## src/hdl/efd_pkg.sv

```systemverilog
`timescale 1ns / 1ps
// ----------------------------------------------------------------------------
// efd_pkg
// Shared types and register index codes for the escaped frame deframer.
// ----------------------------------------------------------------------------
package efd_pkg;

    // configuration register indexes
    localparam logic [1:0] REG_START_CODE  = 2'd0;
    localparam logic [1:0] REG_END_CODE    = 2'd1;
    localparam logic [1:0] REG_ESCAPE_CODE = 2'd2;

    // reset values of the control codes
    localparam logic [7:0] START_CODE_RST  = 8'h02;
    localparam logic [7:0] END_CODE_RST    = 8'h03;
    localparam logic [7:0] ESCAPE_CODE_RST = 8'h06;

    // field widths of a result beat
    localparam int unsigned POS_W  = 6;
    localparam int unsigned BYTE_W = 8;

    // control codes as currently programmed
    typedef struct packed {
        logic [7:0] start_code;
        logic [7:0] end_code;
        logic [7:0] escape_code;
    } efd_codes_t;

    // one result beat
    typedef struct packed {
        logic              overflow;
        logic [POS_W-1:0]  frame_length;
        logic              frame_done;
        logic [BYTE_W-1:0] store_byte;
        logic [POS_W-1:0]  store_index;
        logic              store_valid;
    } efd_result_t;

endpackage

```

## src/hdl/efd_step.sv

```systemverilog
`timescale 1ns / 1ps
// ----------------------------------------------------------------------------
// efd_step
// Per-byte deframing logic: next frame state and the result for one byte.
// ----------------------------------------------------------------------------
module efd_step #(
    parameter int BUFFER_SIZE = 64
) (
    input  efd_pkg::efd_codes_t                  codes,
    input  logic [7:0]                           rx_byte,
    input  logic                                 in_frame,
    input  logic                                 escape_pending,
    input  logic [$clog2(BUFFER_SIZE)-1:0]       write_index,
    output logic                                 in_frame_next,
    output logic                                 escape_pending_next,
    output logic [$clog2(BUFFER_SIZE)-1:0]       write_index_next,
    output efd_pkg::efd_result_t                 result
);
    import efd_pkg::*;

    localparam int IDX_W = $clog2(BUFFER_SIZE);
    localparam int EXT_W = (IDX_W > POS_W) ? IDX_W : POS_W;

    logic [IDX_W:0]     idx_inc;
    logic               advance;
    logic [EXT_W-1:0]   idx_ext;

    assign idx_inc = {1'b0, write_index} + {{IDX_W{1'b0}}, 1'b1};
    assign idx_ext = EXT_W'(write_index);

    // control code decode and index update
    always_comb
    begin
        in_frame_next       = in_frame;
        escape_pending_next = escape_pending;
        write_index_next    = write_index;
        advance             = 1'b0;
        result              = '0;

        // every byte inside an open frame is offered for storing
        if (in_frame)
        begin
            result.store_valid = 1'b1;
            result.store_index = idx_ext[POS_W-1:0];
            result.store_byte  = rx_byte;
        end

        if (!escape_pending || !in_frame)
        begin
            // escape wins over start, start over end
            if (rx_byte == codes.escape_code)
            begin
                escape_pending_next = 1'b1;
            end
            else if (rx_byte == codes.start_code)
            begin
                write_index_next = '0;
                in_frame_next    = 1'b1;
            end
            else if (rx_byte == codes.end_code)
            begin
                if (in_frame)
                begin
                    result.frame_done   = 1'b1;
                    result.frame_length = idx_ext[POS_W-1:0];
                end
                in_frame_next = 1'b0;
            end
            else if (in_frame)
            begin
                advance = 1'b1;
            end
        end
        else
        begin
            // literal byte after an escape
            escape_pending_next = 1'b0;
            advance             = 1'b1;
        end

        // index step, with overflow back to the idle state
        if (advance)
        begin
            if (idx_inc == (IDX_W + 1)'(BUFFER_SIZE))
            begin
                in_frame_next       = 1'b0;
                escape_pending_next = 1'b0;
                write_index_next    = '0;
                result.overflow     = 1'b1;
            end
            else
            begin
                write_index_next = idx_inc[IDX_W-1:0];
            end
        end
    end

endmodule

```

## src/hdl/escaped_frame_deframer_unit.sv

```systemverilog
`timescale 1ns / 1ps
// ----------------------------------------------------------------------------
// escaped_frame_deframer_unit
// Byte-stuffed frame receiver: start, end and escape codes delimit frames.
// ----------------------------------------------------------------------------
// Usage
// - s_* stream: one raw link byte per beat in s_tdata[7:0].
// - m_* stream: one result beat per input byte. m_tdata carries the store
//   request (valid, index, byte), the closed frame length and the overflow
//   flag; m_tlast marks the beat on which an end code closed a frame.
// - cfg_we/cfg_index/cfg_data program the start, end and escape codes;
//   write them only while no byte is in flight.
// Timing
// - a byte is captured in the input register, then decoded against the
//   frame state into the result register that drives the result beat.
// - one byte per cycle sustained while m_tready stays high; the frame state
//   update is a single compare-and-increment step between the two registers.
// - when m_tready is low the result register holds, the input register
//   fills and s_tready drops; no beat is lost.
// - reset empties both registers, closes any frame and restores the codes
//   to start 0x02, end 0x03, escape 0x06.
// ----------------------------------------------------------------------------
module escaped_frame_deframer_unit #(
    parameter int BUFFER_SIZE = 64
) (
    input  logic        clk,
    input  logic        rst_n,
    // configuration write port
    input  logic        cfg_we,
    input  logic [1:0]  cfg_index,
    input  logic [7:0]  cfg_data,
    // input stream
    input  logic        s_tvalid,
    output logic        s_tready,
    input  logic [7:0]  s_tdata,   // [7:0] rx_byte
    // output stream
    output logic        m_tvalid,
    input  logic        m_tready,
    output logic [23:0] m_tdata,   // [0] store_valid, [6:1] store_index,
                                   // [14:7] store_byte, [20:15] frame_length,
                                   // [21] overflow, [23:22] zero
    output logic        m_tlast    // frame_done
);
    import efd_pkg::*;

    localparam int IDX_W = $clog2(BUFFER_SIZE);

    efd_codes_t         codes_reg;
    logic               in_valid_reg;
    logic [7:0]         in_byte_reg;
    logic               out_valid_reg;
    efd_result_t        out_reg;
    logic               in_frame_reg;
    logic               escape_pending_reg;
    logic [IDX_W-1:0]   write_index_reg;

    logic               in_frame_next;
    logic               escape_pending_next;
    logic [IDX_W-1:0]   write_index_next;
    efd_result_t        result_next;
    logic               advance;

    // pipeline moves when the result register is free or being drained
    assign advance  = !out_valid_reg || m_tready;
    assign s_tready = !in_valid_reg || advance;

    // configuration registers
    always_ff @(posedge clk or negedge rst_n)
    begin
        if (!rst_n)
        begin
            codes_reg.start_code  <= START_CODE_RST;
            codes_reg.end_code    <= END_CODE_RST;
            codes_reg.escape_code <= ESCAPE_CODE_RST;
        end
        else if (cfg_we)
        begin
            unique case (cfg_index)
                REG_START_CODE:  codes_reg.start_code  <= cfg_data;
                REG_END_CODE:    codes_reg.end_code    <= cfg_data;
                REG_ESCAPE_CODE: codes_reg.escape_code <= cfg_data;
                default:         ;
            endcase
        end
    end

    // input register
    always_ff @(posedge clk or negedge rst_n)
    begin
        if (!rst_n)
        begin
            in_valid_reg <= 1'b0;
        end
        else if (s_tready)
        begin
            in_valid_reg <= s_tvalid;
        end
    end

    always_ff @(posedge clk)
    begin
        if (s_tready && s_tvalid)
        begin
            in_byte_reg <= s_tdata;
        end
    end

    // deframing step
    efd_step #(
        .BUFFER_SIZE (BUFFER_SIZE)
    ) u_step (
        .codes               (codes_reg),
        .rx_byte             (in_byte_reg),
        .in_frame            (in_frame_reg),
        .escape_pending      (escape_pending_reg),
        .write_index         (write_index_reg),
        .in_frame_next       (in_frame_next),
        .escape_pending_next (escape_pending_next),
        .write_index_next    (write_index_next),
        .result              (result_next)
    );

    // frame state and result register
    always_ff @(posedge clk or negedge rst_n)
    begin
        if (!rst_n)
        begin
            in_frame_reg       <= 1'b0;
            escape_pending_reg <= 1'b0;
            write_index_reg    <= '0;
            out_valid_reg      <= 1'b0;
        end
        else if (advance)
        begin
            out_valid_reg <= in_valid_reg;
            if (in_valid_reg)
            begin
                in_frame_reg       <= in_frame_next;
                escape_pending_reg <= escape_pending_next;
                write_index_reg    <= write_index_next;
            end
        end
    end

    always_ff @(posedge clk)
    begin
        if (advance && in_valid_reg)
        begin
            out_reg <= result_next;
        end
    end

    // output packing
    assign m_tvalid = out_valid_reg;
    assign m_tdata  = {2'b00, out_reg.overflow, out_reg.frame_length,
                       out_reg.store_byte, out_reg.store_index, out_reg.store_valid};
    assign m_tlast  = out_reg.frame_done;

    // a closing end code is itself stored, as is the byte that overflows
    a_done_stores : assert property (@(posedge clk) disable iff (!rst_n)
        m_tvalid && out_reg.frame_done |-> out_reg.store_valid)
        else $error("frame_done without a store");

    a_ovf_stores : assert property (@(posedge clk) disable iff (!rst_n)
        m_tvalid && out_reg.overflow |-> out_reg.store_valid)
        else $error("overflow without a store");

    a_done_ovf_excl : assert property (@(posedge clk) disable iff (!rst_n)
        m_tvalid |-> !(out_reg.frame_done && out_reg.overflow))
        else $error("frame_done and overflow on the same beat");

    // overflow leaves the frame closed with a cleared index
    a_ovf_resets : assert property (@(posedge clk) disable iff (!rst_n)
        advance && in_valid_reg && result_next.overflow |=>
        !in_frame_reg && !escape_pending_reg && (write_index_reg == '0))
        else $error("frame state not cleared after overflow");

    // backpressure only when the input register is occupied
    a_stall_full : assert property (@(posedge clk) disable iff (!rst_n)
        !s_tready |-> in_valid_reg && out_valid_reg && !m_tready)
        else $error("input stalled with room in the pipeline");

endmodule
```

## config.mk

```make
export PLATFORM = sky130hd
export DESIGN_NAME = escaped_frame_deframer_unit
export DESIGN_NICKNAME = d
export VERILOG_FILES = /design/src/hdl/efd_pkg.sv /design/src/hdl/efd_step.sv /design/src/hdl/escaped_frame_deframer_unit.sv
export SDC_FILE = /design/constraint.sdc
export NUM_CORES = 1
export LEC_CHECK = 0
export BUFFER_PORTS_ARGS = -buffer_cell sky130_fd_sc_hd__buf_2
export CORE_ASPECT_RATIO = 1.25
export CORE_MARGIN = 2
export CORE_UTILIZATION = 40
export DETAILED_ROUTE_END_ITERATION = 16
export PLACE_DENSITY = 0.7
export SYNTH_ARGS = -nofsm -noshare
export SYNTH_HDL_FRONTEND = slang
export SYNTH_SLANG_ARGS = --single-unit
export TNS_END_PERCENT = 20
```

## constraint.sdc

```tcl
create_clock -name clk -period 3 [get_ports clk]
set_clock_uncertainty 0.15 [all_clocks]
set_input_delay 0.6 -clock clk [delete_from_list [all_inputs] [get_ports clk]]
set_output_delay 0.6 -clock clk [all_outputs]
set_load 0.05 [all_outputs]
```

==> results by group, run 1 <==
Placed design
  • Setup WS pre-CTS: between 600 and 700 ps
  • Placer congestion estimate: around 0.86
  • DP Wirelength: roughly 3700 µm
  • Port Buffers: 47
  • DP Cell Count: ~340
  • Placed inst area: 0.003183 mm²

Clocking
  • Clk pin slew, worst setup/hold paths: roughly 60 ps
  • Cts hold-fix bufs: 0
  • CTS H-Tree Depth: 3
  • Clock sink count: 65
  • Clock buffer depth: 2
  • Postcts setup bufs: 0
  • TritonCTS Buffers: 9
  • CTS root buffer: clkbuf_8
  • CTS tree: built
  • Worst skew pair latency: about 340 ps
  • Post_cts resized: 0

Power and ir drop
  • Seq pwr share: 48.2%
  • Switching pwr: 0.8423 mW
  • Int Pwr: roughly 1.8 mW
  • Clock share of power: 27.8%
  • Worst VDD drop: 0.3073 mV
  • Sw frac: a little under a third
  • Leak: between 1 and 1.5 nW
  • Power Total: 2.652 mW
  • Combinational Power Share: approximately a quarter
  • Pwr dens: slightly below 800 mW/mm²

Worst setup path
  • CP required: a little over 3000 ps
  • Worst EP arrival: around 2500 ps
  • RR Endpoint: write_index_reg[4]$_DFFE_PN0P_
  • CP endpoint kind: register
  • Crit start category: register
  • R2r startpoint: in_byte_reg[6]$_DFFE_PP_
  • Type of the worst setup path: register to register
  • Setup crit end: write_index_reg[4]$_DFFE_PN0P_
  • Worst Setup SP: in_byte_reg[6]$_DFFE_PP_
  • Reg-to-reg setup timing slack: 590 ps
  • Crit path max fanout: 7
  • Reg2Reg Depth: 6

Floorplan
  • I/O Pins: 50
  • Die Y: slightly below 100 µm
  • Die Footprint: around 0.008 mm²
  • Horiz. Die Dim: ~80 µm
  • Core footprint: 0.006934 mm²
  • Initial Util: around two fifths
  • # rows: 34

Synth
  • Warnings from Yosys: 0
  • #FFs+latches synth: 65
  • Yosys top cell by area: edfxtp_1
  • Avg Inst Size Synth: approximately 14 µm²
  • Sequential-to-total area share from yosys stat: between 60% and 70%
  • Ys async rst share: a little over half
  • Yosys top cell area share: between 30 and 40%
  • EDFF count, synth: 31
  • Post-synthesis cell type count: 37
  • Synth area leaders: edfxtp_1 33%, dfrtp_1 25%, mux2_2 9.5%
  • Primary FF master, synth: edfxtp_1
  • Cell count after synthesis: 204
  • Netlist Area Pre-Place: around 0.0028 mm²

Layout
  • Final std cells w/o fill: approximately 360
  • Fillers: ~630
  • Most frequent cells in the layout: 47 x buf_2, 31 x edfxtp_1, 29 x dfrtp_1, 24 x mux2_2, 22 x and2_1
  • Max reg flops: 24
  • Antenna diodes: 0
  • Final instance area: 0.003381 mm²
  • Fraction of layout cells with a size suffix above 1: a little over a third
  • Final Util: between 40% and 50%
  • Nets: ~290
  • Syn-to-layout area delta: 18.77%
  • Commonest non-fill, non-tap cell in the layout: buf_2

STA
  • Final hold vios: 0
  • Ratio of final minimum period to clock period: around four fifths
  • Max_slew headroom: about 48%
  • Hold WS: 184.8 ps
  • Tmin final: 2412 ps
  • Final setup fails: 0
  • Max frequency: 414.6 MHz
  • Slew @ Worst Pin: about 770 ps
  • RSZ-0062 raised after global routing: no
  • Slew Limit Fails: 0
  • Final WS setup: 588.2 ps
  • Setup TNS: 0 ps

Detailed routing
  • WL final: ~5000 µm
  • Drt pass-1 iters: 4
  • Routed vias/inst: just under 5
  • DRT iter0 DRCs: 112
  • Via count: between 1500 and 2000
  • WL per Instance: about 14 µm
  • # DRC: 0
  • ANT nets after route: 0

GRT
  • Initial antenna violation count: 0
  • Pin count of the biggest net entering global routing: 35
  • First-pass GRT wire length: around 8600 µm
  • Total GRT Usage: between 10% and 20%
  • Final global-route overflow total: 0
  • Vias in the first global route: between 1500 and 2000

Outcome
  • Outcome: finished clean

Hold path
  • Worst Hold Class: primary input to async pin

Job
  • Max Cap Viol: 0
## area by class of cell
type	count	area (µm²)	share of cell area (%)
sequential	65	1788	52.89
clock inverter	3	38.79	1.147
tap	90	112.6	3.331
timing repair buffer	48	242.7	7.180
clock buffer	13	158.9	4.700
inverter	4	15.01	0.4441
multi-input combinational	132	1025	30.31
## kinds of logic (layout without fill, tap and decap cells)
kind of cell	Yosys count	in the layout	synth area share [%]
mux	24	24	9.495
xor+xnor	24	24	7.385
compound gates	18	18	4.923
buf+inv	8	68	1.318
fa+ha+maj	2	2	0.8790
simple gates	62	62	13.06
other cells	1	2	0.1317
flops	65	65	62.81
## Yosys cell counts, types with 3 or more instances
| cell type | count |
|---|---|
| edfxtp_1 | 31 |
| dfrtp_1 | 29 |
| mux2_2 | 24 |
| and2_1 | 22 |
| xnor2_1 | 15 |
| nor2_1 | 9 |
| xor2_1 | 9 |
| nor4_1 | 6 |
| dfstp_2 | 5 |
| nand2_1 | 5 |
| nand4_1 | 5 |
| a21oi_1 | 4 |
| inv_1 | 4 |
| nand3b_1 | 4 |
| nand2b_1 | 3 |
## routing by layer
metal	routed length [µm]	global-route usage [%]	part of all wire, %
met1	2158	17.52	42
met5	0	0	0
met2	2670	24.43	52
met3	173	4.991	3.4
met4	110	7.560	2.2
## worst min-delay path by stage
| stage | endpoint |
|---|---|
| 2_1_floorplan | codes_reg[0]$_DFFE_PN0P_ |
| 3_3_place_gp | m_tvalid$_DFFE_PN0P_ |
| 3_5_place_dp | m_tvalid$_DFFE_PN0P_ |
| 4_1_cts | codes_reg[6]$_DFFE_PN0P_ |
| 5_1_grt | m_tvalid$_DFFE_PN0P_ |
| 6_report | codes_reg[16]$_DFFE_PN0P_ |
## critical path: stages (launching register included)
cell and delay, ps:
edfxtp_1 450, xor2_1 190, nor4_1 460, nand2_1 130, a21oi_1 430, nor2_1 150, a221o_1 340
## power by group through the flow
stage	clock network, mW	registers [mW]	logic (mW)
global placement	0	1.29	0.632
finish	0.736	1.28	0.639
global route	0.802	1.30	0.702
CTS	0.757	1.28	0.645
floorplan	0	1.43	0.342
detailed placement	0	1.29	0.644
Note: power is estimated with default switching activity, not from simulation.
==> run 2: changes to the inputs <==
- PLACE_DENSITY: 0.7 -> 0.73
- clock period: 3 -> 2 ns (I/O delays scaled with it)
==> results by group, run 2 (synthesis results as in run 1) <==
GRT
  • Met1 usage: roughly 17%
  • Vias in the first global route: between 1500 and 2000
  • Pin count of the biggest net entering global routing: 35
  • Grt peak-use layer: met2
  • Met3 GRT Util: 2.773%
  • Total GRT Usage: 15.58%
  • First-pass GRT wire length: about 9000 µm
  • Final global-route overflow total: 0
  • Initial antenna violation count: 0
  • GR met2 Demand/Resource: approximately a quarter

Power and ir drop
  • Int Pwr: around 2.7 mW
  • Clock share of power: 26.2%
  • Combinational Power Share: approximately a quarter
  • Pwr dens: ~1100 mW/mm²
  • Worst VDD drop: approximately 0.44 mV
  • Seq pwr share: between 40% and 50%
  • Sw frac: between 30% and 40%
  • Leak: 1.504 nW
  • Switching pwr: ~1.3 mW

Worst setup path
  • CP max stage cell: edfxtp_1
  • R2r startpoint: in_byte_reg[0]$_DFFE_PP_
  • Crit-path cells: buf_6 > xor2_1 > nor4_1 > buf_4 > nand2_4 > a221o_2 > a211oi_2 > a31o_2
  • Crit start category: register
  • Reg2Reg Depth: 8
  • Reg-to-reg setup timing slack: -220 ps
  • Type of the worst setup path: register to register
  • CP endpoint kind: register
  • Worst EP arrival: about 2400 ps
  • CP required: roughly 2100 ps
  • CP bufs+invs: 2
  • CP top delay family: compound AO/OA/AOI/OAI gates
  • Crit path max fanout: 7
  • RR Endpoint: write_index_reg[5]$_DFFE_PN0P_
  • Slowest stage delay, CP: between 400 and 500 ps

STA
  • Final setup fails: 14
  • Setup TNS: -1846 ps
  • Hold WS: between 70 and 80 ps
  • RSZ-0062 raised after global routing: yes
  • Tmin final: around 2200 ps
  • Ratio of final minimum period to clock period: 110.9%
  • Slew Limit Fails: 0
  • Final WS setup: -218.1 ps
  • Final hold vios: 0
  • Max frequency: 450.8 MHz

Floorplan
  • I/O Pins: 50
  • Horiz. Die Dim: 79.45 µm
  • # rows: 34
  • Core footprint: about 0.0069 mm²
  • Die Y: around 98 µm
  • Die Footprint: between 0.007 and 0.008 mm²
  • Initial Util: 41.05%

Layout
  • Max reg flops: 24
  • Syn-to-layout area delta: 26.07%
  • Nets: a little over 300
  • Fillers: just over 600
  • Antenna diodes: 0
  • Fraction of layout cells with a size suffix above 1: a little over two fifths
  • Final instance area: roughly 0.0036 mm²
  • Most frequent cells in the layout: 47 x buf_2, 31 x edfxtp_1, 29 x dfrtp_1, 24 x mux2_2, 21 x and2_1
  • Commonest non-fill, non-tap cell in the layout: buf_2
  • Final std cells w/o fill: between 300 and 400

Placed design
  • DP Cell Count: approximately 360
  • Setup WS pre-CTS: -250.5 ps
  • Placer congestion estimate: between 0.7 and 0.8
  • Port Buffers: 47
  • Placed inst area: 0.003307 mm²
  • DP Wirelength: approximately 4000 µm

Hold path
  • Hold_sp: s_tdata[0]
  • Worst Hold Class: primary input to register
  • Hold Path Stages: 1
  • Hold worst-path end: in_byte_reg[0]$_DFFE_PP_

Clocking
  • CTS H-Tree Depth: 3
  • CTS tree: built
  • TritonCTS Buffers: 9
  • CTS root buffer: clkbuf_8
  • Worst skew pair latency: 350 ps
  • Clock sink count: between 60 and 70
  • Clk pin slew, worst setup/hold paths: around 60 ps
  • Clock buffer depth: 2

Outcome
  • Outcome: finished with violations
  • Failing checks: negative setup slack

Detailed routing
  • Via count: around 1800
  • Routed vias/inst: 4.856
  • WL per Instance: 14.63 µm
  • DRT iter0 DRCs: 76
  • WL final: around 5500 µm
  • # DRC: 0
  • Drt pass-1 iters: 4
  • ANT nets after route: 0

Job
  • Max Cap Viol: 0
## run 2: cell count changes in the layout (fill, tap and decap cells not counted), moves of 2 or more
cell,before,now
buf_6,0,3
buf_4,1,18
nand2_1,5,3
clkbuf_8,11,13
## run 2: metal layers
metal	share of wire [%]	vias up
met3	3.7	15
met1	40	877
met2	53	40
met4	3.1	0
met5	0	-
li1	-	894
## run 2: timing repair
action,4_1_cts,5_1_grt
gates resized for setup,9,4
hold endpoints to repair,29,0
hold buffers,1,0
setup buffers,0,4
pin swaps,4,6
endpoints found under the setup margin,15,16
## run 2: power by group through the flow
stage	Sequential, mW	Combinational (mW)	Clock (mW)
after floorplan	2.14	0.516	0
final	1.90	1.06	1.05
after detailed placement	1.93	1.04	0
after global routing	1.94	1.15	1.12
after global placement	1.92	1.02	0
after CTS	1.91	1.06	1.07
## run 2: layout make-up
class | instances | area (µm²) | share of cell area, %
sequential | 65 | 1788 | 49.83
multi-input combinational | 132 | 1066 | 29.71
timing repair buffer | 69 | 414.1 | 11.54
clock buffer | 14 | 182.7 | 5.091
tap | 90 | 112.6 | 3.138
inverter | 4 | 15.01 | 0.4184
clock inverter | 2 | 10.01 | 0.2789
## run 2: per-stage QoR
| step | power, mW | util, % |
|---|---|---|
| floorplan | 2.654 | - |
| global placement | 2.941 | 47.69 |
| detailed placement | 2.969 | 47.69 |
| CTS | 4.033 | 51.17 |
| global route | 4.213 | 51.75 |
| finish | 4.020 | 51.75 |
## run 2: worst max path at each step
stage	from	end	slack, ps	cells after the start
detailed placement	in_byte_reg[5]$_DFFE_PP_	write_index_reg[4]$_DFFE_PN0P_	-250	7
global route	in_byte_reg[2]$_DFFE_PP_	write_index_reg[5]$_DFFE_PN0P_	-310	6
global placement	codes_reg[8]$_DFFE_PN1P_	m_tdata[20]$_SDFFCE_PP0P_	-210	5
finish	in_byte_reg[0]$_DFFE_PP_	write_index_reg[5]$_DFFE_PN0P_	-220	8
CTS	codes_reg[8]$_DFFE_PN1P_	write_index_reg[5]$_DFFE_PN0P_	-220	6
floorplan	codes_reg[8]$_DFFE_PN1P_	write_index_reg[5]$_DFFE_PN0P_	-70	6
==> run 3: changes to the inputs <==
- CORE_ASPECT_RATIO: 1.25 -> 0.75
==> results by group, run 3 (synthesis results as in run 1) <==
Floorplan
  • Horiz. Die Dim: 101.4 µm
  • Die Footprint: approximately 0.0078 mm²
  • Die Y: 77.06 µm
  • Initial Util: between 40% and 50%
  • I/O Pins: 50
  • Core footprint: around 0.0069 mm²
  • # rows: 26

Detailed routing
  • Drt pass-1 iters: 4
  • DRT iter0 DRCs: 99
  • Routed vias/inst: 4.896
  • ANT nets after route: 0
  • WL final: 5822 µm
  • WL per Instance: 15.08 µm
  • # DRC: 0
  • Via count: between 1500 and 2000

STA
  • Slew @ Worst Pin: slightly above 500 ps
  • Tmin final: 2253 ps
  • Slew Limit Fails: 0
  • Ratio of final minimum period to clock period: 112.6%
  • RSZ-0062 raised after global routing: yes
  • Final WS setup: -252.8 ps
  • Max_slew headroom: roughly two thirds
  • Hold WS: roughly 90 ps
  • Max frequency: approximately 440 MHz
  • Final setup fails: 15
  • Final hold vios: 0

GRT
  • Pin count of the biggest net entering global routing: 19
  • Final global-route overflow total: 0
  • Vias in the first global route: 1935
  • Initial antenna violation count: 0
  • First-pass GRT wire length: about 9600 µm
  • Total GRT Usage: 16.36%

Worst setup path
  • Type of the worst setup path: register to register
  • Crit start category: register
  • CP required: approximately 2100 ps
  • Worst EP arrival: roughly 2400 ps
  • Crit path max fanout: 7
  • CP endpoint kind: register
  • Reg2Reg Depth: 6

Layout
  • Commonest non-fill, non-tap cell in the layout: buf_2
  • Most frequent cells in the layout: 47 x buf_2, 31 x edfxtp_1, 29 x dfrtp_1, 24 x mux2_2
  • Final Util: between 50% and 60%
  • Fraction of layout cells with a size suffix above 1: about 45%
  • Max reg flops: 24
  • Nets: between 300 and 400
  • Antenna diodes: 0
  • Syn-to-layout area delta: 27.60%

Clocking
  • CTS root buffer: clkbuf_8
  • TritonCTS Buffers: 9
  • Clock buffer depth: 2
  • Worst skew pair latency: between 300 and 400 ps
  • CTS tree: built
  • Clock sink count: between 60 and 70
  • Clk pin slew, worst setup/hold paths: approximately 70 ps
  • CTS H-Tree Depth: 3

Power and ir drop
  • Leak: 1.509 nW
  • Worst VDD drop: around 0.47 mV
  • Power Total: 4.058 mW
  • Pwr dens: approximately 1100 mW/mm²

Job
  • Max Cap Viol: 0

Hold path
  • Worst Hold Class: primary input to register
  • Hold Path Stages: 1

Placed design
  • Setup WS pre-CTS: -300.9 ps
  • DP Wirelength: approximately 4100 µm
  • Placer congestion estimate: approximately 0.81
  • Port Buffers: between 40 and 50

Outcome
  • Failing checks: negative setup slack
  • Outcome: finished with violations
## run 3: cell types whose count changed in the layout (fill, tap and decap cells not counted), moves of 2 or more
cell	before	now
buf_4	18	21
clkinv_2	2	4
buf_6	3	0
clkbuf_8	13	9
buf_12	0	2
## run 3: layout make-up
class	instances	area [µm²]
clock buffer	9	123.9
clock inverter	7	61.31
tap	98	122.6
fill	615	3232
sequential	65	1788
inverter	4	15.01
multi-input combinational	132	1079
timing repair buffer	71	442.9
## run 3: power by group
part	internal, mW	switching, mW	total, mW
logic	0.454	0.650	1.10
clock network	0.562	0.489	1.05
registers	1.70	0.200	1.90
total	2.72	1.34	4.06
## run 3: final timing paths
| path | slack (ps) | start | endpoint |
|---|---|---|---|
| worst max register to register | -250 | in_byte_reg[3]$_DFFE_PP_ | write_index_reg[5]$_DFFE_PN0P_ |
| min in group asynchronous | 410 | rst_n | write_index_reg[5]$_DFFE_PN0P_ |
| worst min register to register | 350 | in_valid_reg$_DFFE_PN0N_ | m_tvalid$_DFFE_PN0P_ |
| worst min-delay path | 90 | s_tdata[4] | in_byte_reg[4]$_DFFE_PP_ |
| worst max-delay path | -250 | in_byte_reg[3]$_DFFE_PP_ | write_index_reg[5]$_DFFE_PN0P_ |
| max in group asynchronous | 740 | rst_n | codes_reg[2]$_DFFE_PN1P_ |
## run 3: what timing repair did
action	CTS	global route
gates resized for setup	12	1
buffers inserted	5	0
hold endpoints to repair	16	0
endpoints found under the setup margin	15	15
pin swaps	10	1
gates cloned	0	0
hold buffers	1	0
## run 3: metrics by stage
step / instances / instance area [µm²] / TNS [ps]
floorplan: 205 / 2858 / -597.9
global placement: 364 / 3349 / -3303
detailed placement: 364 / 3349 / -3470
CTS: 386 / 3623 / -2235
global route: 386 / 3632 / -3816
finish: 386 / 3632 / -2164
## run 3: critical path, cell delays in order (launching register included)
cell	delay, ps
edfxtp_1	460
xnor2_1	210
nand4_1	140
or4_4	460
a221o_2	440
a211oi_2	210
a31o_2	120
## run 3: metal layers
| layer | routed length (µm) | track usage, % | up-vias |
|---|---|---|---|
| met5 | 0 | 0 | - |
| met3 | 300 | 4.831 | 5 |
| met1 | 2874 | 23.02 | 930 |
| li1 | - | - | 898 |
| met2 | 2608 | 24.30 | 57 |
| met4 | 39 | 5.270 | 0 |
